<file path="src/sv/lsbd_pkg.sv">
// Shared types and constants for the LCD shadow-buffer differential writer.
`timescale 1ns / 1ps

package lsbd_pkg;

  // Display geometry
  localparam int LINE_WIDTH = 20;
  localparam int LINE_COUNT = 4;
  localparam int DEPTH      = LINE_WIDTH * LINE_COUNT;
  localparam int ADDR_W     = (DEPTH > 1) ? $clog2(DEPTH) : 1;

  // Field widths
  localparam int COL_W  = 5;
  localparam int ROW_W  = 2;
  localparam int CHAR_W = 8;

  localparam logic [CHAR_W-1:0] SPACE_CODE = 8'h20;

  // Queue between front and back
  localparam int QDEPTH = 4;
  localparam int QPTR_W = $clog2(QDEPTH);

  // Input request codes
  localparam logic REQ_MOVE = 1'b0;
  localparam logic REQ_CHAR = 1'b1;

  // Output command codes
  localparam logic CMD_CURSOR = 1'b0;
  localparam logic CMD_PRINT  = 1'b1;

  typedef enum logic {
    KIND_MOVE,
    KIND_CHAR
  } kind_e;

  // Back-end sequencer states
  typedef enum logic [1:0] {
    B_EMPTY,
    B_CHECK,
    B_PRINT
  } bstate_e;

  // One classified operation handed from front to back
  typedef struct packed {
    kind_e              kind;
    logic [ADDR_W-1:0]  addr;
    logic [COL_W-1:0]   col;
    logic [ROW_W-1:0]   row;
    logic [CHAR_W-1:0]  ch;
  } entry_t;

  // Queue write side
  typedef struct packed {
    logic   valid;
    entry_t entry;
  } push_t;

  // Queue read side
  typedef struct packed {
    logic   valid;
    entry_t entry;
  } head_t;

endpackage

</file>
<file path="src/sv/lcd_shadow_buffer_diff_writer.sv">
// Top level of the LCD shadow-buffer differential writer.
//
//  channel | direction | handshake            | payload
//  --------+-----------+----------------------+---------------------------------------
//  in      | input     | in_valid_i/in_ready_o | req_type, column, row, char_code
//  out     | output    | out_valid_o/out_ready_i | command, out_column, out_row, out_char, last
//
// An item is accepted whenever the queue has room; the front keeps up every cycle.
// The back handles one queued operation at a time in B_CHECK; a changed character that also
// needs a set-cursor command goes on to B_PRINT; the single output register port sets the pace.
// A printed item passes from a queue slot through cur_q into the output register.
// Reset clears the per-cell written flags at once, so the shadow reads as spaces; no sweep.
// A stalled output holds the back, which fills the four-entry queue and then drops in_ready_o.
`timescale 1ns / 1ps

module lcd_shadow_buffer_diff_writer (
  input  logic                         clk_i,
  input  logic                         rst_ni,
  input  logic                         in_valid_i,
  output logic                         in_ready_o,
  input  logic                         req_type_i,
  input  logic [lsbd_pkg::COL_W-1:0]   column_i,
  input  logic [lsbd_pkg::ROW_W-1:0]   row_i,
  input  logic [lsbd_pkg::CHAR_W-1:0]  char_code_i,
  output logic                         out_valid_o,
  input  logic                         out_ready_i,
  output logic                         command_o,
  output logic [lsbd_pkg::COL_W-1:0]   out_column_o,
  output logic [lsbd_pkg::ROW_W-1:0]   out_row_o,
  output logic [lsbd_pkg::CHAR_W-1:0]  out_char_o,
  output logic                         last_o
);

  lsbd_pkg::push_t push;
  lsbd_pkg::head_t head;
  logic            q_ready;
  logic            pop;

  assign in_ready_o = q_ready;

  lsbd_front u_front (
    .clk_i       (clk_i),
    .rst_ni      (rst_ni),
    .in_valid_i  (in_valid_i),
    .q_ready_i   (q_ready),
    .req_type_i  (req_type_i),
    .column_i    (column_i),
    .row_i       (row_i),
    .char_code_i (char_code_i),
    .push_o      (push)
  );

  lsbd_queue u_queue (
    .clk_i   (clk_i),
    .rst_ni  (rst_ni),
    .push_i  (push),
    .ready_o (q_ready),
    .head_o  (head),
    .pop_i   (pop)
  );

  lsbd_back u_back (
    .clk_i        (clk_i),
    .rst_ni       (rst_ni),
    .head_i       (head),
    .pop_o        (pop),
    .out_valid_o  (out_valid_o),
    .out_ready_i  (out_ready_i),
    .command_o    (command_o),
    .out_column_o (out_column_o),
    .out_row_o    (out_row_o),
    .out_char_o   (out_char_o),
    .last_o       (last_o)
  );

endmodule

</file>
<file path="src/sv/lsbd_front.sv">
// Front end: tracks cursor position, drops off-screen characters, classifies items.
`timescale 1ns / 1ps

module lsbd_front (
  input  logic                          clk_i,
  input  logic                          rst_ni,
  input  logic                          in_valid_i,
  input  logic                          q_ready_i,
  input  logic                          req_type_i,
  input  logic [lsbd_pkg::COL_W-1:0]    column_i,
  input  logic [lsbd_pkg::ROW_W-1:0]    row_i,
  input  logic [lsbd_pkg::CHAR_W-1:0]   char_code_i,
  output lsbd_pkg::push_t               push_o
);

  logic [lsbd_pkg::COL_W-1:0] col_q, col_d;
  logic [lsbd_pkg::ROW_W-1:0] row_q, row_d;
  logic                       full_q, full_d;
  logic                       accept;
  logic                       on_screen;
  logic [lsbd_pkg::ADDR_W-1:0] addr;

  assign accept = in_valid_i && q_ready_i;

  // Position checks and linear shadow address
  assign on_screen = !full_q
                  && (6'(col_q) < 6'(lsbd_pkg::LINE_WIDTH))
                  && (3'(row_q) < 3'(lsbd_pkg::LINE_COUNT));
  assign addr = lsbd_pkg::ADDR_W'(32'(row_q) * 32'(lsbd_pkg::LINE_WIDTH) + 32'(col_q));

  // Next position and queue push
  always_comb begin
    col_d  = col_q;
    row_d  = row_q;
    full_d = full_q;
    push_o = '0;
    push_o.entry.col  = col_q;
    push_o.entry.row  = row_q;
    push_o.entry.ch   = char_code_i;
    push_o.entry.addr = addr;
    if (req_type_i == lsbd_pkg::REQ_MOVE) begin
      push_o.entry.kind = lsbd_pkg::KIND_MOVE;
      push_o.valid      = in_valid_i;
      if (accept) begin
        col_d  = column_i;
        row_d  = row_i;
        full_d = 1'b0;
      end
    end else begin
      push_o.entry.kind = lsbd_pkg::KIND_CHAR;
      push_o.valid      = in_valid_i && on_screen;
      if (accept && on_screen) begin
        if (col_q == '1) begin
          full_d = 1'b1;
        end else begin
          col_d = col_q + 1'b1;
        end
      end
    end
  end

  always_ff @(posedge clk_i or negedge rst_ni) begin
    if (!rst_ni) begin
      col_q  <= '0;
      row_q  <= '0;
      full_q <= 1'b0;
    end else begin
      col_q  <= col_d;
      row_q  <= row_d;
      full_q <= full_d;
    end
  end

endmodule

</file>
<file path="src/sv/lsbd_queue.sv">
// Short queue of classified operations between front and back.
`timescale 1ns / 1ps

module lsbd_queue (
  input  logic             clk_i,
  input  logic             rst_ni,
  input  lsbd_pkg::push_t  push_i,
  output logic             ready_o,
  output lsbd_pkg::head_t  head_o,
  input  logic             pop_i
);

  lsbd_pkg::entry_t            slot_q [lsbd_pkg::QDEPTH];
  logic [lsbd_pkg::QPTR_W-1:0] wr_ptr_q, rd_ptr_q;
  logic [lsbd_pkg::QPTR_W:0]   count_q;
  logic                        do_push, do_pop;

  assign ready_o = (count_q != (lsbd_pkg::QPTR_W+1)'(lsbd_pkg::QDEPTH));
  assign do_push = push_i.valid && ready_o;
  assign do_pop  = pop_i && head_o.valid;

  assign head_o.valid = (count_q != '0);
  assign head_o.entry = slot_q[rd_ptr_q];

  // Storage
  always_ff @(posedge clk_i) begin
    if (do_push) begin
      slot_q[wr_ptr_q] <= push_i.entry;
    end
  end

  // Pointers and fill level
  always_ff @(posedge clk_i or negedge rst_ni) begin
    if (!rst_ni) begin
      wr_ptr_q <= '0;
      rd_ptr_q <= '0;
      count_q  <= '0;
    end else begin
      if (do_push) wr_ptr_q <= wr_ptr_q + 1'b1;
      if (do_pop)  rd_ptr_q <= rd_ptr_q + 1'b1;
      if (do_push && !do_pop) begin
        count_q <= count_q + 1'b1;
      end else if (do_pop && !do_push) begin
        count_q <= count_q - 1'b1;
      end
    end
  end

endmodule

</file>
<file path="src/sv/lsbd_back.sv">
// Back end: shadow memory lookup, change detection and command emission.
`timescale 1ns / 1ps

module lsbd_back (
  input  logic                         clk_i,
  input  logic                         rst_ni,
  input  lsbd_pkg::head_t              head_i,
  output logic                         pop_o,
  output logic                         out_valid_o,
  input  logic                         out_ready_i,
  output logic                         command_o,
  output logic [lsbd_pkg::COL_W-1:0]   out_column_o,
  output logic [lsbd_pkg::ROW_W-1:0]   out_row_o,
  output logic [lsbd_pkg::CHAR_W-1:0]  out_char_o,
  output logic                         last_o
);

  lsbd_pkg::bstate_e           state_q, state_d;
  lsbd_pkg::entry_t            cur_q;
  logic [lsbd_pkg::CHAR_W-1:0] mem_q [lsbd_pkg::DEPTH];
  logic [lsbd_pkg::DEPTH-1:0]  written_q;
  logic [lsbd_pkg::CHAR_W-1:0] rd_data_q;
  logic                        rd_hit_q;
  logic                        pending_q, pending_d;
  logic                        out_valid_q;
  logic                        cmd_q, last_q;
  logic [lsbd_pkg::COL_W-1:0]  ocol_q;
  logic [lsbd_pkg::ROW_W-1:0]  orow_q;
  logic [lsbd_pkg::CHAR_W-1:0] ochar_q;

  logic                        out_free;
  logic                        done;
  logic                        wr_en;
  logic                        fwd;
  logic                        load_cursor, load_print;
  logic [lsbd_pkg::CHAR_W-1:0] shadow;
  logic                        differ;

  assign out_free = !out_valid_q || out_ready_i;
  assign shadow   = rd_hit_q ? rd_data_q : lsbd_pkg::SPACE_CODE;
  assign differ   = (cur_q.kind == lsbd_pkg::KIND_CHAR) && (shadow != cur_q.ch);

  // Sequencer: one operation at a time, next one is read while this one finishes
  always_comb begin
    state_d     = state_q;
    pending_d   = pending_q;
    done        = 1'b0;
    wr_en       = 1'b0;
    load_cursor = 1'b0;
    load_print  = 1'b0;
    unique case (state_q)
      lsbd_pkg::B_EMPTY: begin
        done = 1'b0;
      end
      lsbd_pkg::B_CHECK: begin
        if (!differ) begin
          done      = 1'b1;
          pending_d = 1'b1;
        end else if (out_free) begin
          if (pending_q) begin
            load_cursor = 1'b1;
            state_d     = lsbd_pkg::B_PRINT;
          end else begin
            load_print = 1'b1;
            wr_en      = 1'b1;
            done       = 1'b1;
            pending_d  = 1'b0;
          end
        end
      end
      lsbd_pkg::B_PRINT: begin
        if (out_free) begin
          load_print = 1'b1;
          wr_en      = 1'b1;
          done       = 1'b1;
          pending_d  = 1'b0;
        end
      end
      default: state_d = lsbd_pkg::B_EMPTY;
    endcase
    pop_o = head_i.valid && ((state_q == lsbd_pkg::B_EMPTY) || done);
    if (done || state_q == lsbd_pkg::B_EMPTY) begin
      state_d = pop_o ? lsbd_pkg::B_CHECK : lsbd_pkg::B_EMPTY;
    end
  end

  // Read-after-write on the same cell takes the data being written
  assign fwd = wr_en && (cur_q.addr == head_i.entry.addr);

  always_ff @(posedge clk_i or negedge rst_ni) begin
    if (!rst_ni) begin
      state_q   <= lsbd_pkg::B_EMPTY;
      pending_q <= 1'b1;
    end else begin
      state_q   <= state_d;
      pending_q <= pending_d;
    end
  end

  // Shadow memory
  always_ff @(posedge clk_i) begin
    if (wr_en) begin
      mem_q[cur_q.addr] <= cur_q.ch;
    end
  end

  always_ff @(posedge clk_i) begin
    if (pop_o) begin
      cur_q     <= head_i.entry;
      rd_data_q <= fwd ? cur_q.ch : mem_q[head_i.entry.addr];
    end
  end

  // Per-cell written flags; an unwritten cell reads as a space
  always_ff @(posedge clk_i or negedge rst_ni) begin
    if (!rst_ni) begin
      written_q <= '0;
      rd_hit_q  <= 1'b0;
    end else begin
      if (wr_en) begin
        written_q[cur_q.addr] <= 1'b1;
      end
      if (pop_o) begin
        rd_hit_q <= fwd || written_q[head_i.entry.addr];
      end
    end
  end

  // Output register
  always_ff @(posedge clk_i or negedge rst_ni) begin
    if (!rst_ni) begin
      out_valid_q <= 1'b0;
    end else if (out_free) begin
      out_valid_q <= load_cursor || load_print;
    end
  end

  always_ff @(posedge clk_i) begin
    if (load_cursor) begin
      cmd_q   <= lsbd_pkg::CMD_CURSOR;
      ocol_q  <= cur_q.col;
      orow_q  <= cur_q.row;
      ochar_q <= '0;
      last_q  <= 1'b0;
    end else if (load_print) begin
      cmd_q   <= lsbd_pkg::CMD_PRINT;
      ocol_q  <= '0;
      orow_q  <= '0;
      ochar_q <= cur_q.ch;
      last_q  <= 1'b1;
    end
  end

  assign out_valid_o  = out_valid_q;
  assign command_o    = cmd_q;
  assign out_column_o = ocol_q;
  assign out_row_o    = orow_q;
  assign out_char_o   = ochar_q;
  assign last_o       = last_q;

endmodule

</file>
<file path="config.mk">
export PLATFORM = sky130hd
export DESIGN_NAME = lcd_shadow_buffer_diff_writer
export DESIGN_NICKNAME = d
export VERILOG_FILES = /design/src/sv/lsbd_pkg.sv /design/src/sv/lcd_shadow_buffer_diff_writer.sv /design/src/sv/lsbd_front.sv /design/src/sv/lsbd_queue.sv /design/src/sv/lsbd_back.sv
export SDC_FILE = /design/constraint.sdc
export NUM_CORES = 1
export LEC_CHECK = 0
export ABC_AREA = 1
export BUFFER_PORTS_ARGS = -buffer_cell sky130_fd_sc_hd__buf_4
export CAP_MARGIN = 30
export CORE_MARGIN = 2
export CORE_UTILIZATION = 55
export CTS_CLUSTER_SIZE = 30
export DETAILED_ROUTE_END_ITERATION = 8
export PLACE_DENSITY = 0.72
export RECOVER_POWER = 100
export SYNTH_ARGS = -nofsm -noshare
export SYNTH_HDL_FRONTEND = slang
export SYNTH_SLANG_ARGS = --single-unit
export TNS_END_PERCENT = 20
</file>
<file path="constraint.sdc">
create_clock -name clk_i -period 8.07 [get_ports clk_i]
set_input_delay 0.4035 -clock clk_i [delete_from_list [all_inputs] [get_ports clk_i]]
set_output_delay 0.4035 -clock clk_i [all_outputs]
set_load 0.01 [all_outputs]
</file>
Word-level counts from Yosys, hierarchy flattened
Memories as Yosys holds them, arrays and structs flattened. A register that Yosys moved wholly into a read port is not among the register bits. Cells that the tools add are included.

$lt $le $gt $ge: 4. Reductions and logical operators: 32. Multiply operators: 1. Add/subtract/negate cells: 6. Equal/unequal tests: 15. Div/mod/pow operators: 0. Bitwise operators: 2. Shifts and indexed selects: 0. Muxes and demuxes: 45.

Operator list (number): 80-bit bitwise OR (1); 5-bit two-way mux (6); 1-bit two-way mux (23); 7-bit by 8-bit < comparator with 1-bit output (second input constant) (2); 2-bit two-way mux (7); 1-bit logical AND (12); 3-bit by 1-bit != test with 1-bit output (second input constant) (3); 3-bit AND reduction (3); 8-bit two-way mux (1); 2-bit by 1-bit != test with 1-bit output (second input constant) (4); 8-bit != test (1); 2-bit nonzero test (4); 7-bit by 5-bit adder with 7-bit output (1); 1-bit binary-select mux with 7-bit select (1); 1-bit demux with 7-bit select (1); 7-bit == test (1); 7-bit by 1-bit greater-or-equal comparator with 1-bit output (second input constant) (1); 3-bit two-way mux (2); 1-bit case mux with 2 select lines (3); 5-bit by 1-bit adder with 5-bit output (second input constant) (1); 5-bit == test (second input constant) (1); 5-bit < comparator (second input constant) (1); 2-bit by 3-bit multiplier with 5-bit output (second input constant) (1); 2-bit by 1-bit adder with 2-bit output (second input constant) (2); other kinds (16) (22).

Register bits after elaboration: 139. Memories kept: 2. ROM bits: 0. Input bits: 20. Logic and storage cells: 127. Memory bits (writable): 732. Latch bits: 0.

Memories: u_back.mem_q (depth 80, bits a word 8, rd ports 1, clocked after Yosys merged registers in 1, write ports 1, RTL line lsbd_back.sv:20) `logic [lsbd_pkg::CHAR_W-1:0] mem_q [lsbd_pkg::DEPTH];`; u_queue.slot_q (depth 4, bits a word 23, rd ports 1, clocked after Yosys merged registers in 0, write ports 1, RTL line lsbd_queue.sv:13) `lsbd_pkg::entry_t slot_q [lsbd_pkg::QDEPTH];`.

Logic depth before layout (Yosys ltp)
Gate-level depths: netlist of the first run.

Word-level depth: 11. Mapped depth: 19. Depth with buffers taken out: 16.

By module
From an unflattened synthesis of the first run, not the netlist that was laid out.

Cell total of the unflattened synthesis: 3103. Area total of the unflattened synthesis: 36223.5 um^2.

Modules (own cells, without submodules): lsbd_back (times used 1, sequential area each 22668.0 um^2, area each 31398.9 um^2, cells each 2683); lsbd_queue (times used 1, sequential area each 2937.8 um^2, area each 4111.4 um^2, cells each 328); lsbd_front (times used 1, sequential area each 200.2 um^2, area each 713.2 um^2, cells each 92).

Worst setup path after synthesis of the first run
No wires, ideal clock.

Kind: register to register. Start: reg u_back.cur_q[3] (netlist bit). End: reg u_queue.count_q[1] (netlist bit). Path buffers: 0. Arrival time: 4.763 ns. Path slack: 3.182 ns. Required time: 7.945 ns. Stages on the path, launching flop included: 13. Cell sequence: edfxtp_1 -> or2_2 -> nand4_1 -> nor2_1 -> nand2_1 -> nand2_2 -> nand3_1 -> a21oi_1 -> inv_1 -> ha_1 -> inv_1 -> fa_1 -> mux2_2.

Longest elaborated chain between the ends: 10.

RTL lines: start, declared (RTL line lsbd_back.sv:19) `lsbd_pkg::entry_t cur_q;`; start signal, assigned (RTL line lsbd_back.sv:109) `cur_q <= head_i.entry;`; 8-bit != test * (RTL line lsbd_back.sv:41) `assign differ = (cur_q.kind == lsbd_pkg::KIND_CHAR) && (shadow != cur_q.ch);`; 1-bit logical AND * (RTL line lsbd_back.sv:41); 1-bit two-way mux * (RTL line lsbd_back.sv:56) `if (!differ) begin`; 1-bit case mux with 2 select lines * (RTL line lsbd_back.sv:51) `unique case (state_q)`; 1-bit logical OR * (RTL line lsbd_back.sv:81) `pop_o = head_i.valid && ((state_q == lsbd_pkg::B_EMPTY) || done);`; 1-bit logical AND * (RTL line lsbd_back.sv:81); net pop (RTL line lcd_shadow_buffer_diff_writer.sv:37) `logic pop;`; 1-bit logical AND * (RTL line lsbd_queue.sv:20) `assign do_pop = pop_i && head_o.valid;`; 1-bit logical NOT (RTL line lsbd_queue.sv:41) `if (do_push && !do_pop) begin`; 1-bit logical AND (RTL line lsbd_queue.sv:41); 3-bit two-way mux / 2-bit nonzero test (equally long branches); end signal, assigned (RTL line lsbd_queue.sv:42) `count_q <= count_q + 1'b1;`; end signal, assigned (RTL line lsbd_queue.sv:44) `count_q <= count_q - 1'b1;`; end, declared (RTL line lsbd_queue.sv:15) `logic [lsbd_pkg::QPTR_W:0] count_q;`.

Mark *: on every way through the listed nets, which the timed path passes. The rest lies on a longest branch. A chain may end at the register's enable or synchronous reset.

Final worst setup path of the first run
Start: reg u_queue.rd_ptr_q[1] (netlist bit). End: reg u_back.rd_data_q[4] (netlist bit), read port of u_back.mem_q, data pin.

Longest elaborated chain between the ends: 1.

RTL lines: start, declared (RTL line lsbd_queue.sv:14) `logic [lsbd_pkg::QPTR_W-1:0] wr_ptr_q, rd_ptr_q;`; start signal, assigned (RTL line lsbd_queue.sv:40) `if (do_pop) rd_ptr_q <= rd_ptr_q + 1'b1;`; memory 4 x 23 bit; end, declared (RTL line lsbd_back.sv:22) `logic [lsbd_pkg::CHAR_W-1:0] rd_data_q;`.

Every way passes these cells.

==> impl_metrics.ini, run 1 <==
[placement]
dp_hpwl_um = 49560
port_buffers = 38
place_ws_ps = 2980
gp_congestion = 0.8504

[floorplanning]
rows = 94
die_w_um = 260.9
pin_count = 39
die-area_um2 = 68050
die_y_um = 260.9
core-area_um2 = 65510
start_util = 0.5540

[drt]
avgViaCountPerCell = 5.911
ant_nets = 0
wl_per_cell_um = 21.50
drt_wl_total_um = 86370
drt_pass1_iterations = 6
drc = 0
drtIter0Drc = 2891
num_vias = 23750

[cts]
cts_buffer_depth = 3
cts_buffers = 87
cts_root_buf = clkbuf_16
clk_latency_ps = 640
clkTransAtPathRegs_ps = 60
hold_buffers = 11
cts.sinks = 869
cts_tree = done
cts_htree_levels = 3
post_cts_resized = 0
cts_setup_buffers = 0

[critical_path]
r2r_cells = 13
crit_fanout = 128
crit_chain = inv_1, nand3_4, nand2_8, clkinv_2, clkbuf_2, o211ai_1, nand3_1, nand3_1, nand3_1, nand3_1, nand2_1, nand2_1, nand2_1
cp-startpoint = u_queue.rd_ptr_q[1]
slowest_stage = clkbuf_2
cp-start-kind = register
crit_path_max_incr_delay_ps = 1140
worst_ep_required_time_ps = 8460
critPathArrivalTime_ps = 6700
r2r-start = u_queue.rd_ptr_q[1]
cp-endpoint = u_back.rd_data_q[4]
crit_path_frequent_cell = nand3_1
regToRegEndpoint = u_back.rd_data_q[4]
setup.worst_path.end_class = register
r2r_slack_ps = 1760
setup.worst_path.class = register to register

[timing]
setup_viol_count_final = 0
setup_slack_ps = 1763
rsz0062_at_grt = false
fmax_mhz = 158.6
fin_crit_ps = 6307
maxSlewViolCount = 844
worst_pin_slew_ps = 4090
slew_headroom = -1.727
fin_hold_ws_ps = 22.30
fin_setup_tns_ps = 0
hold_viol = 0
period_share = 0.7815
fin_skew_ps = 27.28

[power_and_ir_drop]
internal_power_mw = 10.06
pwr_density_cell_nw_per_um2 = 425.9
cellLeakagePower_nw = 14.62
p_clk_frac = 0.239
combinationalPowerShare = 0.404
peakVddDrop_mv = 0.4300
power_switching_mw = 6.947
p_seq_frac = 0.358
sw_frac_of_total = 0.4084

[synth]
synth_top_family_by_area = simple AND/OR/NAND/NOR gates
synth-seq-area-share = 0.7028
synth-seq-cells = 869
synthSimpleGateAreaFrac = 0.1362
syn_area_um2 = 36290
synth_top_flop_cell = edfxtp_1
syn-num-nets = 3132
avgSynthCellArea_um2 = 11.72
synthMuxAreaShare = 0.0003103
synthAdderAreaFrac = 0.005585
synth_compound_area_frac = 0.09113
async_flop_share = 0.1151
yosys_warnings = 0
yosys.cell_types.count = 42
synth-edff-count = 760
synthXorXnorAreaFrac = 0.004792
syn_inst = 3097

[global_route]
grt_max_degree = 224
use_met1 = 0.3417
grt_use_total = 0.2553
overflow = 0
grt_pass1_vias = 23200
top_usage_layer = met2
antenna_found_initial = 2
grt_pass1_wl_um = 132400
gr-usage-met2 = 0.4288
met3_usage = 0.03720

[run_status]
violations = max-capacitance violations, max-slew violations
status = finished with violations

[finish]
num_antenna_cells = 0
fillers = 5002
final_common_cell = edfxtp_1
area_delta_synth_final_pct = 10.04
multi_input_comb_area_um2 = 8693
nets = 3116
drive_gt1_frac = 0.07929
final_cell_mix = edfxtp_1 (760), nand3_1 (376), nand2_1 (342)
seq_area_um2 = 25510

[flow_run]
maxCapViolCount = 17

[worst_hold_path]
hp-class = input port to register
## cells by family (layout without fill, tap and decap cells)
family                     after synthesis  count (layout)
AOI/OAI and AO/OA                      562             562
muxes                                    1               1
buffers and inverters                  514             570
adders and majority gates               15              15
and+or+nand+nor                       1117            1117
xor gates and xnor gates                19              19
DFF                                    869             869
## power by group through the flow
stage | clock network (mW) | registers (mW) | logic, mW
2_1_floorplan | 0 | 6.30 | 4.43
3_3_place_gp | 0 | 6.08 | 6.58
3_5_place_dp | 0 | 6.10 | 6.78
4_1_cts | 4.10 | 6.01 | 6.83
5_1_grt | 4.28 | 6.11 | 7.46
6_report | 4.06 | 6.08 | 6.86
## metal layers
layer / routed length [um] / share of wire
met1: 34290 / 0.40
met2: 42620 / 0.49
met3: 6885 / 0.080
met4: 2564 / 0.030
met5: 17 / 0.00020
## synth_stat cells (2+ instances only)
library cell    n  area (um2)
dfxtp_1         9       180.2
nand2_1       343        1287
a31oi_1         2       12.51
fa_1            2       40.04
xor2_1         13       113.9
o211ai_1      184        1381
or2_1          10       62.56
o21ai_1        15       75.07
nor3_1          2       10.01
nand3_1       380        1902
nor2_2          2       12.51
or2_0          10       62.56
buf_6           4       45.04
clkinv_1        2       7.510
inv_1         312        1171
xnor2_1         5       43.79
buf_1          21       78.83
a211oi_1        2       15.01
clkbuf_1       77       289.0
inv_2           6       22.52
nor2_1        297        1115
nand2_4         2       22.52
o21ai_0       247        1236
o22ai_1        16       100.1
or2_2          66       412.9
buf_2          64       320.3
a21oi_1        94       470.5
nand3_4         2       35.03
dfrtp_1        99        2477
edfxtp_1      760       22820
buf_4          25       187.7
nand2_2         2       12.51
ha_1           13       162.7
## state kept, by name (all words and copies together), names as in the netlist
register and count:
u_back.out_row_o 2, u_queue.wr_ptr_q 2, u_back.last_o 1, u_back.out_char_o 8, u_back.pending_q 1, u_queue.count_q 3, u_back.cur_q 21, u_back.out_column_o 5
u_back.rd_data_q 8, u_back.out_valid_o 1, u_queue.rd_ptr_q 2, u_queue.slot_q 84, u_back.state_q 2, u_front.col_q 5, u_back.rd_hit_q 1, u_front.full_q 1
u_back.written_q 80, u_front.row_q 2, u_back.mem_q 640
## worst min path at each step
stage,start,end,slack [ps],depth (start not counted)
3_3_place_gp,rst_ni,u_queue.count_q[2],440,1
3_5_place_dp,rst_ni,u_queue.count_q[0],450,1
5_1_grt,column_i[3],u_front.col_q[3],40,3
6_report,column_i[3],u_front.col_q[3],20,3
4_1_cts,column_i[3],u_front.col_q[3],4,3
2_1_floorplan,rst_ni,u_back.out_valid_o,110,0
## metrics by stage
step,instance area [um2],util,std cells,total power [mW]
after global routing,39930,0.6096,4017,17.86
after detailed placement,37130,0.5668,3844,12.88
after global placement,37060,0.5657,3841,12.67
after CTS,40120,0.6124,4016,16.94
after floorplan,36290,-,3097,10.73
final,39930,0.6096,4017,17.01
## critical path, delay by kind of cell, from the launching register on
kind / cells / cell delay [ps]
buf+inv: 3 / 2670
compound gates: 1 / 600
flops: 1 / 710
simple gates: 9 / 1960
## cell type report
type / count / area share
clock buffer: 116 / 0.06035
clock inverter: 45 / 0.01178
inverter: 321 / 0.03039
multi-input combinational: 1714 / 0.2177
sequential: 869 / 0.6387
tap: 864 / 0.02707
timing repair buffer: 88 / 0.01401
(Power assumes the default switching activity.)
==> run 2, diff against run 1 <==
--- a/config.mk
+++ b/config.mk
@@ -5,7 +5,7 @@
 export SDC_FILE = /design/constraint.sdc
 export NUM_CORES = 1
 export LEC_CHECK = 0
-export ABC_AREA = 1
+export ABC_AREA = 0
 export BUFFER_PORTS_ARGS = -buffer_cell sky130_fd_sc_hd__buf_4
 export CAP_MARGIN = 30
 export CORE_MARGIN = 2
==> constraint.sdc (replaced) <==
create_clock -name clk_i -period 6.55 [get_ports clk_i]
set_input_delay 0.3275 -clock clk_i [delete_from_list [all_inputs] [get_ports clk_i]]
set_output_delay 0.3275 -clock clk_i [all_outputs]
set_load 0.01 [all_outputs]
==> run 2 against run 1 <==
  * The run still ends with max-capacitance violations, max-slew violations left
  * Clock skew down 2.2 ps
  * Total power up 12%
  * Clock power up 22%
  * Fmax up 26%
  * Hold slack better by 67 ps
  * Area after synthesis down 5.2%
  * Global-route usage down 0.066 points
  * Final cell count down 31%
  * Non-clock buffer count up 8
  * Register-to-register slack worse by 210 ps
  * Sequential power up 25%
  * Critical path depth down 3
==> impl_metrics.ini, run 2 <==
[timing]
slew_headroom = -1.450
setup_viol_count_final = 0
hold_viol = 0
worst_pin_slew_ps = 3676
maxSlewViolCount = 585
fin_setup_tns_ps = 0
rsz0062_at_grt = false
fin_skew_ps = 25.11
period_share = 0.7622
fin_hold_ws_ps = 89.55
fin_crit_ps = 4992
fmax_mhz = 200.3

[finish]
top_register = u_back.mem_q
utilization = 0.6213
fillers = 4322
final_cell_mix = edfxtp_1 (760), mux4_2 (146), nor2_1 (110)
num_antenna_cells = 0
drive_gt1_frac = 0.1689
reg_top3 = u_back.mem_q x640, u_queue.slot_q x84, u_back.written_q x80
area_delta_synth_final_pct = 11.49
final_common_cell = edfxtp_1
largest_register_ffs = 640
seq_area_um2 = 25510
multi_input_comb_area_um2 = 8247
nets = 1905

[floorplanning]
die_y_um = 254.1
rows = 91
die-area_um2 = 64540
core-area_um2 = 61710
pin_count = 39
start_util = 0.5573
die_w_um = 254.1

[cts]
clkTransAtPathRegs_ps = 70
cts_root_buf = clkbuf_16
cts_buffers = 84
post_cts_resized = 0
clk_latency_ps = 650
cts.sinks = 869
cts_htree_levels = 3
cts_buffer_depth = 3
cts_tree = done

[drt]
avgViaCountPerCell = 6.363
drc = 0
drt_wl_total_um = 79710
wl_per_cell_um = 28.68
drt_pass1_iterations = 6
num_vias = 17680
drtIter0Drc = 1972
ant_nets = 0

[critical_path]
cp-start-kind = register
setup.worst_path.class = register to register
r2r_slack_ps = 1560
crit_fanout = 29
critPathArrivalTime_ps = 5260
worst_ep_required_time_ps = 6820
setup.worst_path.end_class = register

[power_and_ir_drop]
peakVddDrop_mv = 0.4310
pwr_density_cell_nw_per_um2 = 497.7
power.total_mw = 19.08
cellLeakagePower_nw = 12.78

[synth]
yosys_warnings = 0
synth-edff-count = 760
async_flop_share = 0.1151
synth_top_flop_cell = edfxtp_1
avgSynthCellArea_um2 = 19.15
syn-num-nets = 1831
synthTopCellsByArea = edfxtp_1 (66%), mux4_2 (9.7%), dfrtp_1 (7.2%)
syn_inst = 1796
yosys.area.top_type = edfxtp_1
yosys.cell_types.count = 58
synth_common_cells = edfxtp_1 (760), mux4_2 (148), nor2_1 (110)
synth-seq-area-share = 0.7417
synth_most_common_cell = edfxtp_1
synth-seq-cells = 869
syn_area_um2 = 34390
yosysTopAreaCellShare = 0.6636

[global_route]
grt_max_degree = 91
overflow = 0
antenna_found_initial = 0
grt_use_total = 0.2547
grt_pass1_wl_um = 118000
grt_pass1_vias = 17980

[worst_hold_path]
hp-class = input port to register

[run_status]
status = finished with violations
violations = max-capacitance violations, max-slew violations

[flow_run]
maxCapViolCount = 13

[placement]
dp_hpwl_um = 47270
port_buffers = 38
gp_congestion = 0.8611
## run 2: path summary, 6_finish.rpt
kind                                      start              endpoint  depth (start not counted)
setup / recovery                u_back.cur_q[4]   u_back.mem_q[69][1]                         10
hold / removal                      column_i[2]      u_front.col_q[2]                          4
setup reg to reg                u_back.cur_q[4]   u_back.mem_q[69][1]                         10
hold reg to reg            u_back.written_q[67]  u_back.written_q[67]                          1
max in group asynchronous                rst_ni  u_back.written_q[43]                          3
min in group asynchronous                rst_ni  u_back.written_q[54]                          2
## run 2: cell type report
class	count	area share
Clock buffer	106	0.05887
Tap cell	837	0.02731
Timing Repair Buffer	96	0.01641
Inverter	17	0.001664
Clock inverter	52	0.01540
Multi-Input combinational cell	802	0.2151
Sequential cell	869	0.6652
## run 2: report_power, final
group	switching, mW	total (mW)	internal, mW
Sequential	0.299	7.61	7.31
Clock	2.07	4.97	2.90
Combinational	4.18	6.51	2.32
## run 2: timing repair
item,4_1_cts,5_1_grt
hold buffers,17,0
setup buffers,0,0
hold endpoints to repair,97,0
## run 2: through the flow
| step | cell area [um2] | instances | setup slack [ps] |
|---|---|---|---|
| 3_5_place_dp | 35520 | 2603 | 2161 |
| 2_1_floorplan | 34390 | 1796 | 1548 |
| 6_report | 38340 | 2779 | 1558 |
| 5_1_grt | 38340 | 2779 | 1179 |
| 4_1_cts | 38530 | 2778 | 2134 |
| 3_3_place_gp | 35470 | 2600 | 1984 |
## run 2: cells by family after synthesis
logic type	share of synthesized area
XOR/XNOR	0.004839
AND/OR/NAND/NOR	0.03507
buffers and inverters	0.01921
AO/OA/AOI/OAI	0.04908
multiplexers	0.1443
flip-flops	0.7417
adder cells (fa/ha/maj)	0.005894
## run 2: critical path: stages (launching register included)
cell,delay [ps]
edfxtp_1,350
clkbuf_1,1280
xor2_1,210
o22ai_1,120
a22oi_1,210
o41ai_1,110
clkbuf_1,190
a21boi_4,440
buf_16,230
nand4b_1,670
nor2_1,790
## run 2: layer usage
layer	routed length, um	GRT usage
met5	0	0
met1	31600	0.3539
met4	2392	0.08286
met2	37830	0.3958
met3	7888	0.06986
